==> src/sv/pmd_pkg.sv <==
package pmd_pkg;

    // Field widths fixed by the interface.
    localparam int ANGLE_W   = 16;
    localparam int ERR_W     = 17;
    localparam int DIFF_W    = 18;
    localparam int SUM_W     = 32;
    localparam int GAIN_W    = 24;
    localparam int DUTY_W    = 16;
    localparam int BAND_W    = 15;
    localparam int CFG_IDX_W = 3;
    localparam int CFG_DAT_W = 24;

    // Product and accumulator widths. The unsigned gains are zero-extended
    // by one bit so that every product is a signed multiply.
    localparam int PROP_W = GAIN_W + 1 + ERR_W;
    localparam int INTG_W = GAIN_W + 1 + SUM_W;
    localparam int DERV_W = GAIN_W + 1 + DIFF_W;
    localparam int ACC_W  = INTG_W + 1;
    localparam int FRAC_W = 16;
    localparam int MAG_W  = ACC_W - FRAC_W;

    // Configuration register indexes.
    localparam logic [CFG_IDX_W-1:0] REG_TARGET_ANGLE = 3'd0;
    localparam logic [CFG_IDX_W-1:0] REG_PROP_GAIN    = 3'd1;
    localparam logic [CFG_IDX_W-1:0] REG_INTEG_GAIN   = 3'd2;
    localparam logic [CFG_IDX_W-1:0] REG_DERIV_GAIN   = 3'd3;
    localparam logic [CFG_IDX_W-1:0] REG_DUTY_LIMIT   = 3'd4;
    localparam logic [CFG_IDX_W-1:0] REG_DEAD_BAND    = 3'd5;

    // Reset values of the configuration registers.
    localparam logic signed [ANGLE_W-1:0] TARGET_ANGLE_RST = 16'sd960;
    localparam logic [GAIN_W-1:0]         PROP_GAIN_RST    = 24'd294912;
    localparam logic [GAIN_W-1:0]         INTEG_GAIN_RST   = 24'd328;
    localparam logic [GAIN_W-1:0]         DERIV_GAIN_RST   = 24'd0;
    localparam logic [DUTY_W-1:0]         DUTY_LIMIT_RST   = 16'd80;
    localparam logic [BAND_W-1:0]         DEAD_BAND_RST    = 15'd48;

    localparam logic signed [SUM_W-1:0] SUM_MAX = {1'b0, {(SUM_W-1){1'b1}}};
    localparam logic signed [SUM_W-1:0] SUM_MIN = {1'b1, {(SUM_W-1){1'b0}}};

endpackage

==> src/sv/pid_motor_drive_with_deadband.sv <==
// An accepted angle word is registered in stage one, then in the output register.
// Throughput: one word per cycle while the m_ side keeps up; the 25x32 integral-gain
// multiply and the sum of the three products in the second stage set the cycle time.
// Reset (aresetn low, synchronous): both pipeline stages empty, error sum, last
// error and held direction cleared, configuration registers at their defaults.
module pid_motor_drive_with_deadband (
    input  logic                                 aclk,
    input  logic                                 aresetn,

    input  logic                                 s_valid,
    output logic                                 s_ready,
    input  logic signed [pmd_pkg::ANGLE_W-1:0]   s_measured_angle,

    output logic                                 m_valid,
    input  logic                                 m_ready,
    output logic [pmd_pkg::DUTY_W-1:0]           m_duty,
    output logic                                 m_drive_dir,
    output logic signed [pmd_pkg::ERR_W-1:0]     m_angle_error,

    input  logic                                 cfg_valid,
    output logic                                 cfg_ready,
    input  logic [pmd_pkg::CFG_IDX_W-1:0]        cfg_index,
    input  logic [pmd_pkg::CFG_DAT_W-1:0]        cfg_data
);

    // ------------------------------------------------------------------
    // Configuration registers. Writes are always taken; an index past the
    // last register is dropped. Unused high data bits are ignored.
    // ------------------------------------------------------------------
    logic signed [pmd_pkg::ANGLE_W-1:0] target_angle_reg;
    logic [pmd_pkg::GAIN_W-1:0]         prop_gain_reg;
    logic [pmd_pkg::GAIN_W-1:0]         integ_gain_reg;
    logic [pmd_pkg::GAIN_W-1:0]         deriv_gain_reg;
    logic [pmd_pkg::DUTY_W-1:0]         duty_limit_reg;
    logic [pmd_pkg::BAND_W-1:0]         dead_band_reg;

    assign cfg_ready = 1'b1;

    always_ff @(posedge aclk) begin
        if (!aresetn) begin
            target_angle_reg <= pmd_pkg::TARGET_ANGLE_RST;
            prop_gain_reg    <= pmd_pkg::PROP_GAIN_RST;
            integ_gain_reg   <= pmd_pkg::INTEG_GAIN_RST;
            deriv_gain_reg   <= pmd_pkg::DERIV_GAIN_RST;
            duty_limit_reg   <= pmd_pkg::DUTY_LIMIT_RST;
            dead_band_reg    <= pmd_pkg::DEAD_BAND_RST;
        end else if (cfg_valid) begin
            case (cfg_index)
                pmd_pkg::REG_TARGET_ANGLE: begin
                    target_angle_reg <= cfg_data[pmd_pkg::ANGLE_W-1:0];
                end
                pmd_pkg::REG_PROP_GAIN:  prop_gain_reg  <= cfg_data[pmd_pkg::GAIN_W-1:0];
                pmd_pkg::REG_INTEG_GAIN: integ_gain_reg <= cfg_data[pmd_pkg::GAIN_W-1:0];
                pmd_pkg::REG_DERIV_GAIN: deriv_gain_reg <= cfg_data[pmd_pkg::GAIN_W-1:0];
                pmd_pkg::REG_DUTY_LIMIT: duty_limit_reg <= cfg_data[pmd_pkg::DUTY_W-1:0];
                pmd_pkg::REG_DEAD_BAND:  dead_band_reg  <= cfg_data[pmd_pkg::BAND_W-1:0];
                default: begin
                end
            endcase
        end
    end

    // ------------------------------------------------------------------
    // Handshake. Stage one holds the error terms of the newest accepted
    // word; the output register holds a finished word. Stage one moves
    // forward whenever the output register is empty or being drained, so
    // a new word can enter every cycle while the m_ side keeps up.
    // ------------------------------------------------------------------
    logic s1_valid_reg;
    logic m_valid_reg;
    logic out_free;
    logic s_accept;

    assign out_free = !m_valid_reg || m_ready;
    assign s_ready  = !s1_valid_reg || out_free;
    assign s_accept = s_valid && s_ready;
    assign m_valid  = m_valid_reg;

    always_ff @(posedge aclk) begin
        if (!aresetn) begin
            s1_valid_reg <= 1'b0;
            m_valid_reg  <= 1'b0;
        end else begin
            if (s_ready) begin
                s1_valid_reg <= s_valid;
            end
            if (out_free) begin
                m_valid_reg <= s1_valid_reg;
            end
        end
    end

    // ------------------------------------------------------------------
    // Stage one: error, saturating sum, error change and direction.
    // The controller state registers double as the stage-one operands:
    // after an accept, error_sum_reg, last_error_reg and dir_bit_reg hold
    // exactly the values that belong to the word now in stage one, and
    // they only change when that word leaves on the same edge.
    // ------------------------------------------------------------------
    logic signed [pmd_pkg::SUM_W-1:0]   error_sum_reg;
    logic signed [pmd_pkg::ERR_W-1:0]   last_error_reg;
    logic                               dir_bit_reg;
    logic signed [pmd_pkg::DIFF_W-1:0]  diff_reg;

    logic signed [pmd_pkg::ERR_W-1:0]   err_next;
    logic signed [pmd_pkg::SUM_W:0]     sum_wide;
    logic signed [pmd_pkg::SUM_W-1:0]   error_sum_next;
    logic signed [pmd_pkg::DIFF_W-1:0]  diff_next;
    logic                               dir_bit_next;

    always_comb begin
        err_next = {target_angle_reg[pmd_pkg::ANGLE_W-1], target_angle_reg}
                 - {s_measured_angle[pmd_pkg::ANGLE_W-1], s_measured_angle};

        sum_wide = {error_sum_reg[pmd_pkg::SUM_W-1], error_sum_reg}
                 + {{(pmd_pkg::SUM_W + 1 - pmd_pkg::ERR_W){err_next[pmd_pkg::ERR_W-1]}},
                    err_next};

        // The two top bits disagree only when the sum has left the 32-bit range.
        if (sum_wide[pmd_pkg::SUM_W] != sum_wide[pmd_pkg::SUM_W-1]) begin
            error_sum_next = sum_wide[pmd_pkg::SUM_W] ? pmd_pkg::SUM_MIN : pmd_pkg::SUM_MAX;
        end else begin
            error_sum_next = sum_wide[pmd_pkg::SUM_W-1:0];
        end

        diff_next = {err_next[pmd_pkg::ERR_W-1], err_next}
                  - {last_error_reg[pmd_pkg::ERR_W-1], last_error_reg};

        // Positive error drives forward, negative drives back, zero holds.
        if (err_next[pmd_pkg::ERR_W-1]) begin
            dir_bit_next = 1'b0;
        end else if (err_next != '0) begin
            dir_bit_next = 1'b1;
        end else begin
            dir_bit_next = dir_bit_reg;
        end
    end

    always_ff @(posedge aclk) begin
        if (!aresetn) begin
            error_sum_reg  <= '0;
            last_error_reg <= '0;
            dir_bit_reg    <= 1'b0;
        end else if (s_accept) begin
            error_sum_reg  <= error_sum_next;
            last_error_reg <= err_next;
            dir_bit_reg    <= dir_bit_next;
        end
    end

    always_ff @(posedge aclk) begin
        if (s_accept) begin
            diff_reg <= diff_next;
        end
    end

    // ------------------------------------------------------------------
    // Stage two: three signed products against the zero-extended Q8.16
    // gains, their exact sum, then the magnitude with the 16 fraction bits
    // dropped. Dropping the fraction of the magnitude is the same as
    // truncating the signed value toward zero.
    // ------------------------------------------------------------------
    logic signed [pmd_pkg::PROP_W-1:0] prop_prod;
    logic signed [pmd_pkg::INTG_W-1:0] integ_prod;
    logic signed [pmd_pkg::DERV_W-1:0] deriv_prod;
    logic signed [pmd_pkg::ACC_W-1:0]  acc;
    logic [pmd_pkg::ACC_W-1:0]         acc_abs;
    logic [pmd_pkg::MAG_W-1:0]         mag;
    logic [pmd_pkg::ERR_W-1:0]         err_abs;
    logic [pmd_pkg::DUTY_W-1:0]        duty_next;

    assign prop_prod  = $signed({1'b0, prop_gain_reg})  * last_error_reg;
    assign integ_prod = $signed({1'b0, integ_gain_reg}) * error_sum_reg;
    assign deriv_prod = $signed({1'b0, deriv_gain_reg}) * diff_reg;

    always_comb begin
        acc = {{(pmd_pkg::ACC_W - pmd_pkg::PROP_W){prop_prod[pmd_pkg::PROP_W-1]}}, prop_prod}
            + {{(pmd_pkg::ACC_W - pmd_pkg::INTG_W){integ_prod[pmd_pkg::INTG_W-1]}}, integ_prod}
            + {{(pmd_pkg::ACC_W - pmd_pkg::DERV_W){deriv_prod[pmd_pkg::DERV_W-1]}}, deriv_prod};

        acc_abs = acc[pmd_pkg::ACC_W-1] ? (~acc + 1'b1) : acc;
        mag     = acc_abs[pmd_pkg::ACC_W-1:pmd_pkg::FRAC_W];

        err_abs = last_error_reg[pmd_pkg::ERR_W-1] ? (~last_error_reg + 1'b1) : last_error_reg;

        // Clamp first, then the deadband forces zero.
        if (mag > {{(pmd_pkg::MAG_W - pmd_pkg::DUTY_W){1'b0}}, duty_limit_reg}) begin
            duty_next = duty_limit_reg;
        end else begin
            duty_next = mag[pmd_pkg::DUTY_W-1:0];
        end
        if (err_abs < {{(pmd_pkg::ERR_W - pmd_pkg::BAND_W){1'b0}}, dead_band_reg}) begin
            duty_next = '0;
        end
    end

    // Output register.
    logic [pmd_pkg::DUTY_W-1:0]       duty_reg;
    logic                             drive_dir_reg;
    logic signed [pmd_pkg::ERR_W-1:0] angle_error_reg;

    always_ff @(posedge aclk) begin
        if (out_free && s1_valid_reg) begin
            duty_reg        <= duty_next;
            drive_dir_reg   <= dir_bit_reg;
            angle_error_reg <= last_error_reg;
        end
    end

    assign m_duty        = duty_reg;
    assign m_drive_dir   = drive_dir_reg;
    assign m_angle_error = angle_error_reg;

endmodule
==> config.mk <==
export PLATFORM = sky130hd
export DESIGN_NAME = pid_motor_drive_with_deadband
export DESIGN_NICKNAME = d
export VERILOG_FILES = /design/src/sv/pmd_pkg.sv /design/src/sv/pid_motor_drive_with_deadband.sv
export SDC_FILE = /design/constraint.sdc
export NUM_CORES = 2
export LEC_CHECK = 0
export BUFFER_PORTS_ARGS = -buffer_cell sky130_fd_sc_hd__clkbuf_2
export CAP_MARGIN = 10
export CORE_ASPECT_RATIO = 1.4
export CORE_MARGIN = 2
export CORE_UTILIZATION = 60
export CTS_CLUSTER_DIAMETER = 30
export DETAILED_ROUTE_END_ITERATION = 8
export PLACE_DENSITY = 0.76
export SLEW_MARGIN = 20
export SYNTH_ARGS = -nofsm -noshare
export SYNTH_HDL_FRONTEND = slang
export SYNTH_SLANG_ARGS = --single-unit
==> constraint.sdc <==
create_clock -name aclk -period 36 [get_ports aclk]
set_clock_uncertainty 0.15 [all_clocks]
set_input_delay 3.6 -clock aclk [delete_from_list [all_inputs] [get_ports aclk]]
set_output_delay 3.6 -clock aclk [all_outputs]
set_load 0.01 [all_outputs]
==> results.py <==
metrics = {
    "cts": {
        "clkSlewWorstSetupHoldPaths_ns": 0.06,
        "post_cts_buffers": 0,
        "clk_latency_ns": 0.69,
        "cts_sinks": 223,
        "cts_root_buf": "clkbuf_16",
        "tritoncts": "yes",
        "clock_path_buffers": 3,
        "ctsResizeCount": 0,
        "h-tree-depth": 2,
        "cts_buffers": 55,
        "cts-hold-fix-buffers": 0,
    },
    "floorplanning": {
        "fp.dieW_microns": 291.0,
        "die_area_sq_um": 118100,
        "io_pins": 85,
        "dieHeight_microns": 405.8,
        "initial_core_util_pct": 60.37,
        "core_area_sq_um": 114600,
        "num_rows": 147,
    },
    "sta": {
        "setup_tns_ns": 0,
        "drv_slew": 0,
        "maxSlewHeadroom_pct": 18.11,
        "tightest_slew_ns": 1.228,
        "period_needed_ns": 17.22,
        "setup_ws_ns": 18.78,
        "post-route-period-util_pct": 47.85,
        "hold_viol": 0,
        "rsz0062_at_grt": "false",
        "max_freq_mhz": 58.06,
        "setup_viol": 0,
        "timing.hold.ws_ns": 0.3078,
    },
    "hold_path": {
        "holdPathEnd": "m_drive_dir",
        "min_from": "dir_bit_reg",
        "hold_class": "reg -> reg",
        "hold_depth": 0,
    },
    "critical_path": {
        "reg2reg_from": "diff_reg[6]",
        "slowest_stage": "xnor2_1",
        "cpPeakStageDelay_ns": 0.82,
        "rrSetupSlack_ns": 18.78,
        "cp-start-kind": "flip-flop",
        "crit_path_max_fanout": 28,
        "worst_setup_path_end_kind": "flip-flop",
        "critical_path_class": "reg -> reg",
        "crit_top_cell": "fa_1",
        "r2r-end": "m_duty[0]",
        "cp.buffers_inverters": 9,
        "arrival_ns": 17.46,
        "crit_required_ns": 36.24,
        "cp_top_family": "adder cells",
        "r2r_cells": 66,
    },
    "grt": {
        "grt_max_degree": 84,
        "grt_overflow": 0,
        "grt_pass1_vias": 59260,
        "track_usage_pct": 39.80,
        "antenna_found_initial": 31,
        "grt_pass1_wl_mm": 347.9,
    },
    "yosys": {
        "syn_nets": 9899,
        "synth-edff-count": 52,
        "ys_types": 86,
        "async_flop_share_pct": 0,
        "avgSynthCellArea_sq_um": 8.996,
        "syn_inst": 7690,
        "synth_ff_type": "dfxtp_1",
        "ys_seq_area_share_pct": 7.206,
        "yosys_warnings": 0,
        "ys_seq_elements": 223,
        "syn_area_sq_um": 69180,
    },
    "route": {
        "drtIter0Drc": 3978,
        "via_per_inst": 5.997,
        "dr.pass1.iters": 8,
        "avgRoutedWirePerCell_microns": 24.88,
        "wl_mm": 226.5,
        "ant_nets": 0,
        "drc": 0,
        "vias": 54580,
    },
    "placement": {
        "routabilityCongestion": 1.019,
        "pre_cts_ws_ns": 18.96,
        "port_buffers": 83,
        "dpl.hpwl_mm": 177.7,
        "placed_cells_incl_taps": 8983,
    },
    "status": {
        "status": "finished clean",
    },
    "finish": {
        "drive_above_1_share_pct": 4.831,
        "largest_register_ffs": 32,
        "stdcell_count": 9101,
        "final_cell_mix": "1691 x inv_1, 1613 x fa_1, 1317 x nand2_1, 613 x and2_1, 548 x ha_1",
        "multi_input_area_sq_um": 56430,
        "nNetsFinal": 9759,
        "n_fill_cell": 9553,
        "area_delta_synth_final_pct": 5.381,
        "register_area_sq_um": 5025,
        "mostFrequentLayoutCell": "inv_1",
    },
    "job": {
        "cap_violations": 0,
    },
}
-- Yosys cell counts, drive strengths merged (20+ instances only) --
cell type,instances,area [sq um]
nand2,1318,4947
nor2b,37,239.0
inv,1692,6351
a21boi,122,915.9
ha,548,6857
a21o,52,390.4
nand2b,59,369.1
dfxtp,171,3423
edfxtp,52,1562
o21a,27,202.7
nand3,40,200.2
and2,614,3841
a211oi,23,212.7
nor2,124,465.5
clkbuf,378,1419
fa,1613,32290
nand4,20,131.4
a21oi,197,986.0
o21ai,151,755.7
xnor2,134,1174
xor2,45,394.1
nor3,34,170.2
-- area by class of cell --
class                   instances  area share (%)
repair buffers                197           1.747
clock buffers                  68           2.039
well taps                    1490           2.557
clock inverters                36          0.5973
inverters                    1692           8.712
diodes                         14         0.04806
multi-input cells            5381           77.41
flip-flops and latches        223           6.893
-- metrics by stage --
step                utilization (%)  area (sq um)
global route                  63.59         72870
finish                        63.62         72900
detailed placement            61.90         70930
CTS                           63.58         72850
global placement              61.90         70930
floorplan                         -         69180
-- logic make-up (layout without fill, tap and decap cells) --
group	count (synthesis)	after routing	synth area share [%]
buffers and inverters	2086	1993	11.35
adders and majority gates	2161	2161	56.59
and+or+nand+nor	2324	2324	15.86
DFF	223	223	7.206
AOI/OAI and AO/OA	708	708	6.603
xor gates and xnor gates	179	179	2.266
muxes	8	8	0.1176
other	1	15	0.005421
-- routing by layer --
| metal | vias up | routed length (microns) | global-route usage (%) |
|---|---|---|---|
| met3 | 1358 | 22040 | 9.830 |
| li1 | 22590 | - | - |
| met2 | 3180 | 109800 | 66.93 |
| met5 | - | 116 | 0 |
| met4 | 16 | 23980 | 33.79 |
| met1 | 27440 | 70550 | 42.16 |
-- how the worst max path moves through the flow --
stage                      start    endpoint  slack [ns]  depth (start not counted)
3_5_place_dp         diff_reg[6]   m_duty[0]       18.96                         66
6_report             diff_reg[6]   m_duty[0]       18.78                         66
2_1_floorplan  deriv_gain_reg[7]  m_duty[12]       20.14                         65
5_1_grt              diff_reg[7]   m_duty[0]       17.82                         66
4_1_cts              diff_reg[6]   m_duty[0]       18.86                         66
3_3_place_gp         diff_reg[6]   m_duty[0]       19.19                         66
Power is not shown: default switching activity piles up to over one toggle a cycle in this logic, so the estimate is an artifact.
